### config.mk
export PLATFORM = sky130hd
export DESIGN_NAME = nfa_rem
export DESIGN_NICKNAME = d
export VERILOG_FILES = /design/src/sv/nfa_pkg.sv /design/src/sv/nfa_rem.sv
export SDC_FILE = /design/constraint.sdc
export NUM_CORES = 1
export LEC_CHECK = 0
export BUFFER_PORTS_ARGS = -buffer_cell sky130_fd_sc_hd__buf_4
export CELL_PAD_IN_SITES_DETAIL_PLACEMENT = 0
export CELL_PAD_IN_SITES_GLOBAL_PLACEMENT = 1
export CORE_MARGIN = 10
export CORE_UTILIZATION = 50
export CTS_CLUSTER_DIAMETER = 60
export DETAILED_ROUTE_END_ITERATION = 8
export MAX_ROUTING_LAYER = met4
export PLACE_DENSITY = 0.88
export SETUP_SLACK_MARGIN = 0.05
export SYNTH_ARGS = -nofsm -noshare
export SYNTH_HDL_FRONTEND = slang
export SYNTH_SLANG_ARGS = --single-unit
export TNS_END_PERCENT = 50
### constraint.sdc
create_clock -name clk -period 7.1 [get_ports clk]
set_input_delay 0.355 -clock clk [delete_from_list [all_inputs] [get_ports clk]]
set_output_delay 0.355 -clock clk [all_outputs]
set_load 0.01 [all_outputs]
### src/sv/nfa_pkg.sv
// Shared types, codes and constants of the NOR flash array model.
package nfa_pkg;

  localparam int unsigned FLASH_BYTES_DEF = 65536;
  localparam int unsigned READ_BURST_DEF = 64;
  localparam int unsigned OFF_W = 24;
  localparam int unsigned LEN_W = 17;
  localparam int unsigned CNT_W = 32;
  localparam int unsigned DIV_W = 17;
  localparam int unsigned REM_STEPS = OFF_W;
  localparam int unsigned CFG_W = 32;
  localparam logic [7:0] BYTE_ONES = 8'hff;

  typedef enum logic [1:0] {
    CMD_READ  = 2'd0,
    CMD_WREQ  = 2'd1,
    CMD_ERASE = 2'd2,
    CMD_DATA  = 2'd3
  } cmd_e_t;

  typedef enum logic [2:0] {
    ST_OK        = 3'd0,
    ST_RANGE     = 3'd1,
    ST_ALIGN     = 3'd2,
    ST_NOT_ERASE = 3'd3,
    ST_BURST     = 3'd4
  } status_e_t;

  typedef enum logic [2:0] {
    CFG_PROGRAM_UNIT = 3'd0,
    CFG_ERASE_UNIT   = 3'd1,
    CFG_ERASED_VALUE = 3'd2,
    CFG_EXPLICIT     = 3'd3,
    CFG_DOUBLE       = 3'd4,
    CFG_WRITE_LIMIT  = 3'd5,
    CFG_ERASE_LIMIT  = 3'd6,
    CFG_CUT_LENGTH   = 3'd7
  } cfg_idx_t;

  typedef enum logic [3:0] {
    S_CLEAR,
    S_IDLE,
    S_DIV,
    S_CHK_ADDR,
    S_CHK_DATA,
    S_FIN,
    S_ERASE,
    S_RD_ADDR,
    S_RD_DATA,
    S_RMW,
    S_RESP
  } state_t;

  typedef struct packed {
    logic [1:0]       command;
    logic [OFF_W-1:0] offset;
    logic [LEN_W-1:0] length;
    logic [7:0]       data_byte;
  } in_item_t;

  typedef struct packed {
    logic [2:0] status;
    logic [7:0] read_byte;
    logic       last;
  } out_item_t;

  typedef struct packed {
    logic             start;
    logic [DIV_W-1:0] divisor;
    logic [OFF_W-1:0] a;
    logic [OFF_W-1:0] b;
  } rem_req_t;

  typedef struct packed {
    logic done;
    logic a_zero;
    logic b_zero;
  } rem_rsp_t;

endpackage

### src/sv/nfa_rem.sv
// Bit-serial remainder unit checking two dividends against one divisor.
module nfa_rem (
  input  logic            clk,
  input  logic            rst_n,
  input  nfa_pkg::rem_req_t req,
  output nfa_pkg::rem_rsp_t rsp
);
  import nfa_pkg::*;

  logic [4:0]       cnt_r;
  logic             busy_r;
  logic             done_r;
  logic [OFF_W-1:0] qa_r;
  logic [OFF_W-1:0] qb_r;
  logic [DIV_W-1:0] ra_r;
  logic [DIV_W-1:0] rb_r;
  logic [DIV_W-1:0] d_r;

  function automatic logic [DIV_W-1:0] rem_step(input logic [DIV_W-1:0] r,
                                                input logic b,
                                                input logic [DIV_W-1:0] d);
    logic [DIV_W:0] t;
    t = {r, b};
    if (t >= {1'b0, d}) begin
      t = t - {1'b0, d};
    end
    return t[DIV_W-1:0];
  endfunction

  always_ff @(posedge clk) begin
    if (!rst_n) begin
      busy_r <= 1'b0;
      done_r <= 1'b0;
      cnt_r  <= '0;
    end else begin
      done_r <= 1'b0;
      if (req.start) begin
        busy_r <= 1'b1;
        cnt_r  <= 5'(REM_STEPS - 1);
      end else if (busy_r) begin
        if (cnt_r == '0) begin
          busy_r <= 1'b0;
          done_r <= 1'b1;
        end else begin
          cnt_r <= cnt_r - 5'd1;
        end
      end
    end
  end

  always_ff @(posedge clk) begin
    if (req.start) begin
      qa_r <= req.a;
      qb_r <= req.b;
      ra_r <= '0;
      rb_r <= '0;
      d_r  <= req.divisor;
    end else if (busy_r) begin
      ra_r <= rem_step(ra_r, qa_r[OFF_W-1], d_r);
      rb_r <= rem_step(rb_r, qb_r[OFF_W-1], d_r);
      qa_r <= {qa_r[OFF_W-2:0], 1'b0};
      qb_r <= {qb_r[OFF_W-2:0], 1'b0};
    end
  end

  assign rsp.done   = done_r;
  assign rsp.a_zero = (ra_r == '0);
  assign rsp.b_zero = (rb_r == '0);
endmodule

-- Yosys cells after proc, flatten, opt, wreduce, memory -nomap -nowiden
Index checks and enable logic that the tools add are counted.
- reductions and logical operators: 8
- bitwise logic cells: 3
- $add $sub $neg: 3
- equality and inequality tests: 1
- order comparisons: 2
- multiplexer cells: 13
- operators with widths (operator ; number):
    two-way mux 24 bit ; 4
    greater-or-equal comparator 18 x 17 -> 1 bit ; 2
    zero test 17 bit ; 2
    two-way mux 17 bit ; 2
    subtractor 17 bit ; 2
    two-way mux 5 bit ; 3
    zero test 5 bit ; 1
    subtractor 5 x 1 -> 5 bit, second input constant ; 1
    two-way mux 1 bit ; 4
    AND reduction 2 bit ; 2
    NOT 1 bit ; 3
    OR reduction 3 bit ; 1
    != test 2 bit, second input constant ; 1
    nonzero test 2 bit ; 1
    OR reduction 2 bit ; 1
- register bits: 106
- logic and storage cells: 39

-- Longest topological paths before layout
- depth in word-level cells: 4
- gate-level depth with buffers: 13
- gate-level depth less buffers: 12

-- Worst setup path after synthesis
OpenSTA, ideal clock, no wires.
- path kind: reg-to-reg
- start: register qb_r[23]
- end: register rb_r[13]
- arrival: 2.409 ns
- data required time: 6.970 ns
- cell stages (with the launch flop): 13
- library setup time: 0.130 ns
- slack: 4.561 ns
- clock period less this slack: 2.539 ns
- cell sequence: edfxtp_1 -> inv_1 -> ha_1 -> inv_1 -> fa_1 -> a21o_1 -> a21o_1 -> a21oi_1 -> o211ai_1 -> a21boi_4 -> buf_2 -> mux2i_1 -> o21ai_0
- cells in the longest elaborated chain, start to end: 2
- RTL lines (element ; line ; source):
    start, declared ; nfa_rem.sv:14 ; logic [OFF_W-1:0] qb_r;
    start signal, assigned ; nfa_rem.sv:54 ; qb_r <= req.b;
    start signal, assigned ; nfa_rem.sv:62 ; qb_r <= {qb_r[OFF_W-2:0], 1'b0};
    subtractor 17 bit / greater-or-equal comparator 18 x 17 -> 1 bit (equally long branches) ; nfa_rem.sv:25, nfa_rem.sv:24 ;
    two-way mux 17 bit (*) ; nfa_rem.sv:24 ; if (t >= {1'b0, d}) begin
    end signal, assigned ; nfa_rem.sv:60 ; rb_r <= rem_step(rb_r, qb_r[OFF_W-1], d_r);
    end, declared ; nfa_rem.sv:16 ; logic [DIV_W-1:0] rb_r;
Every way passes the cells marked *; elsewhere a longest branch is shown, timed or not.
A chain may end at the register's enable or synchronous reset.

-- Final worst setup path
- start: register qb_r[23]
- end: register rb_r[12]
Same word-level chain as after synthesis.

==> flow_summary.toml <==
[global_route]
grt.overflow.total = 0
grt_pass1_wl_um = 22940
grt_pass1_vias = 4593
grt_usage_pct = 17.63
grt_max_degree = 73
grt_antenna_before_repair = 0

[run_status]
run_status = "complete, no violations"

[route]
drtAntennaViolNets = 0
vias = 4494
postRouteWirelength_um = 14020
via_per_inst = 5.776
firstDrtPassIters = 6
initialDrtViolationCount = 314
post_drt_wl_per_cell_um = 18.02
drc = 0

[cts]
cts.sinks = 106
cts-hold-fix-buffers = 0
path_clk_slew_ns = 0.08
cts_tree = "done"
insertion_delay_ns = 0.35
cts_made_buffers = 9
ctsRootBufferMaster = "clkbuf_16"
cts_buffer_depth = 2
post_cts_buffers = 0
cts-resized-gates = 0
htree_levels = 3

[sta]
tns_ns = 0
rsz0062_at_grt = "no"
fmax_mhz = 320.6
setup_slack_ns = 3.981
period_share_pct = 43.93
relSlewSlack_pct = 33.24
finalSetupViolations = 0
skew_ns = 0.005363
final.min_clock_period_ns = 3.119
hold_viol = 0
tightest_slew_ns = 1.000
maxSlewViolCount = 0

[yosys]
synth-seq-cells = 106
seq_area_frac_synth_pct = 46.07
synth_cell_type_count = 55
netlist_instances = 565
synth-warning-count = 0
syn_nets = 671
syn-cell-area_sq_um = 6018
synth-async-reset-ratio_pct = 0
synth_edf_count = 65
synthFlopType = "edfxtp_1"
synth.avg_cell_area_sq_um = 10.65

[floorplan]
core_sq_um = 11910
die-height_um = 129.7
dieArea_sq_um = 16820
die_w_um = 129.7
rows = 40
io_pins = 71
start_util_pct = 50.53

[worst_setup_path]
critPathKind = "register to register"
reg2reg_depth = 11
worstSetupEndpointType = "register"
crit_path_max_fanout = 26
crit_path_top_delay_cell = "a21boi_4"
worstPathRequired_ns = 7.36
crit_chain = "inv_1 -> ha_1 -> inv_1 -> fa_1 -> a21o_1 -> a21o_1 -> a21oi_1 -> o211ai_1 -> a21boi_4 -> mux2i_1 -> a211oi_1"
crit_path_start_kind = "register"
cp.arrival_ns = 3.38
critPathMaxStageDelay_ns = 0.68

[pwr]
power.leakage_nw = 2.837
pwr_density_cell_nw_per_um2 = 236.8
vdd_ir_drop_max_uv = 196.9

[layout]
stdcell_area_sq_um = 6948
final_cell_mix = "buf_4, edfxtp_1, mux2_2, nor2_1, dfxtp_1"
drive_gt1_share_pct = 22.35
synthToLayoutAreaGrowth_pct = 15.45
final_nets = 732
final_common_cell = "buf_4"
n_antenna_cell = 0

[placement]
portBuffers = 70
placed_cell_area_sq_um = 6636
pre_cts_slack_ns = 4.012
hpwl_um = 10270
gp_congestion = 0.9186

[job]
cap_violations = 0

[hold_path]
hp-class = "primary input to register"
whs_path_depth = 1
-- critical path: cells and delay by family (launching register included) --
kind | cells | cell delay, ns
compound gates | 6 | 1.74
fa+ha+maj | 2 | 0.55
buf+inv | 2 | 0.13
flops | 1 | 0.42
mux | 1 | 0.19
-- state kept, by name, summed over array words and instances, names as in the netlist --
signal and cells:
qa_r 24, qb_r 24, d_r 17, ra_r 17
rb_r 17, cnt_r 5, busy_r 1, done_r 1
-- where the power goes --
part	internal, mW	switching (mW)	leakage [nW]
logic	0.172	0.202	1.70
registers	0.717	0.0311	0.987
clock network	0.282	0.241	0.148
-- routing by layer --
layer  up-vias  global-route usage, %  share of wire, %  routed length [um]
met1      2135                  21.97                45                6314
li1       2228                      -                 -                   -
met4         0                  3.373               1.1                 152
met3        10                  6.653               7.8                1093
met5         -                      -                 0                   0
met2       121                  27.04                46                6457
-- stage by stage --
step | hold WS, ns | util, % | total power, mW | cells
final | 0.1751 | 58.33 | 1.645 | 778
after global routing | 0.1627 | 58.33 | 1.735 | 778
after CTS | 0.1645 | 58.33 | 1.658 | 778
after detailed placement | 0.5009 | 55.71 | 1.133 | 762
after global placement | 0.4852 | 55.71 | 1.123 | 762
after floorplan | 0.4539 | - | 1.031 | 565
-- kinds of logic after synthesis --
logic type               after synthesis  share of synthesized area, %
AO/OA/AOI/OAI                        148                         16.22
XOR/XNOR                              27                         3.929
adder cells (fa/ha/maj)               38                         8.150
buffers and inverters                 52                         3.638
flip-flops                           106                         46.07
multiplexers                          63                         11.43
AND/OR/NAND/NOR                      131                         10.56
-- synthesized netlist by cell type (16+ instances only) --
master / n / area share [%]
nor2_1: 46 / 2.9
mux2i_1: 17 / 2.8
xnor2_1: 17 / 2.5
edfxtp_1: 65 / 32
clkbuf_1: 16 / 1.0
nand2_1: 26 / 1.6
a211oi_1: 23 / 2.9
a21oi_1: 37 / 3.1
ha_1: 36 / 7.5
dfxtp_1: 41 / 14
mux2_2: 46 / 8.6
inv_1: 30 / 1.9
o21ai_0: 32 / 2.7
-- final cells by class --
class                      instances  area [sq um]
fill                            1040          4964
multi-input combinational        407          3027
sequential                       106          2773
timing repair buffer              72         540.5
clock buffer                      10         229.0
tap                              147         183.9
inverter                          30         112.6
clock inverter                     6         82.58
-- path summary, 6_finish.rpt --
check,startpoint,endpoint,slack [ns]
worst max-delay path,qb_r[23]$_DFFE_PP_,rb_r[12]$_SDFFE_PP0P_,3.98
worst max register to register,qb_r[23]$_DFFE_PP_,rb_r[12]$_SDFFE_PP0P_,3.98
worst min register to register,ra_r[11]$_SDFFE_PP0P_,ra_r[11]$_SDFFE_PP0P_,0.51
worst min-delay path,req[53],d_r[5]$_DFFE_PP_,0.18
Power figures use the tool's default switching activity.
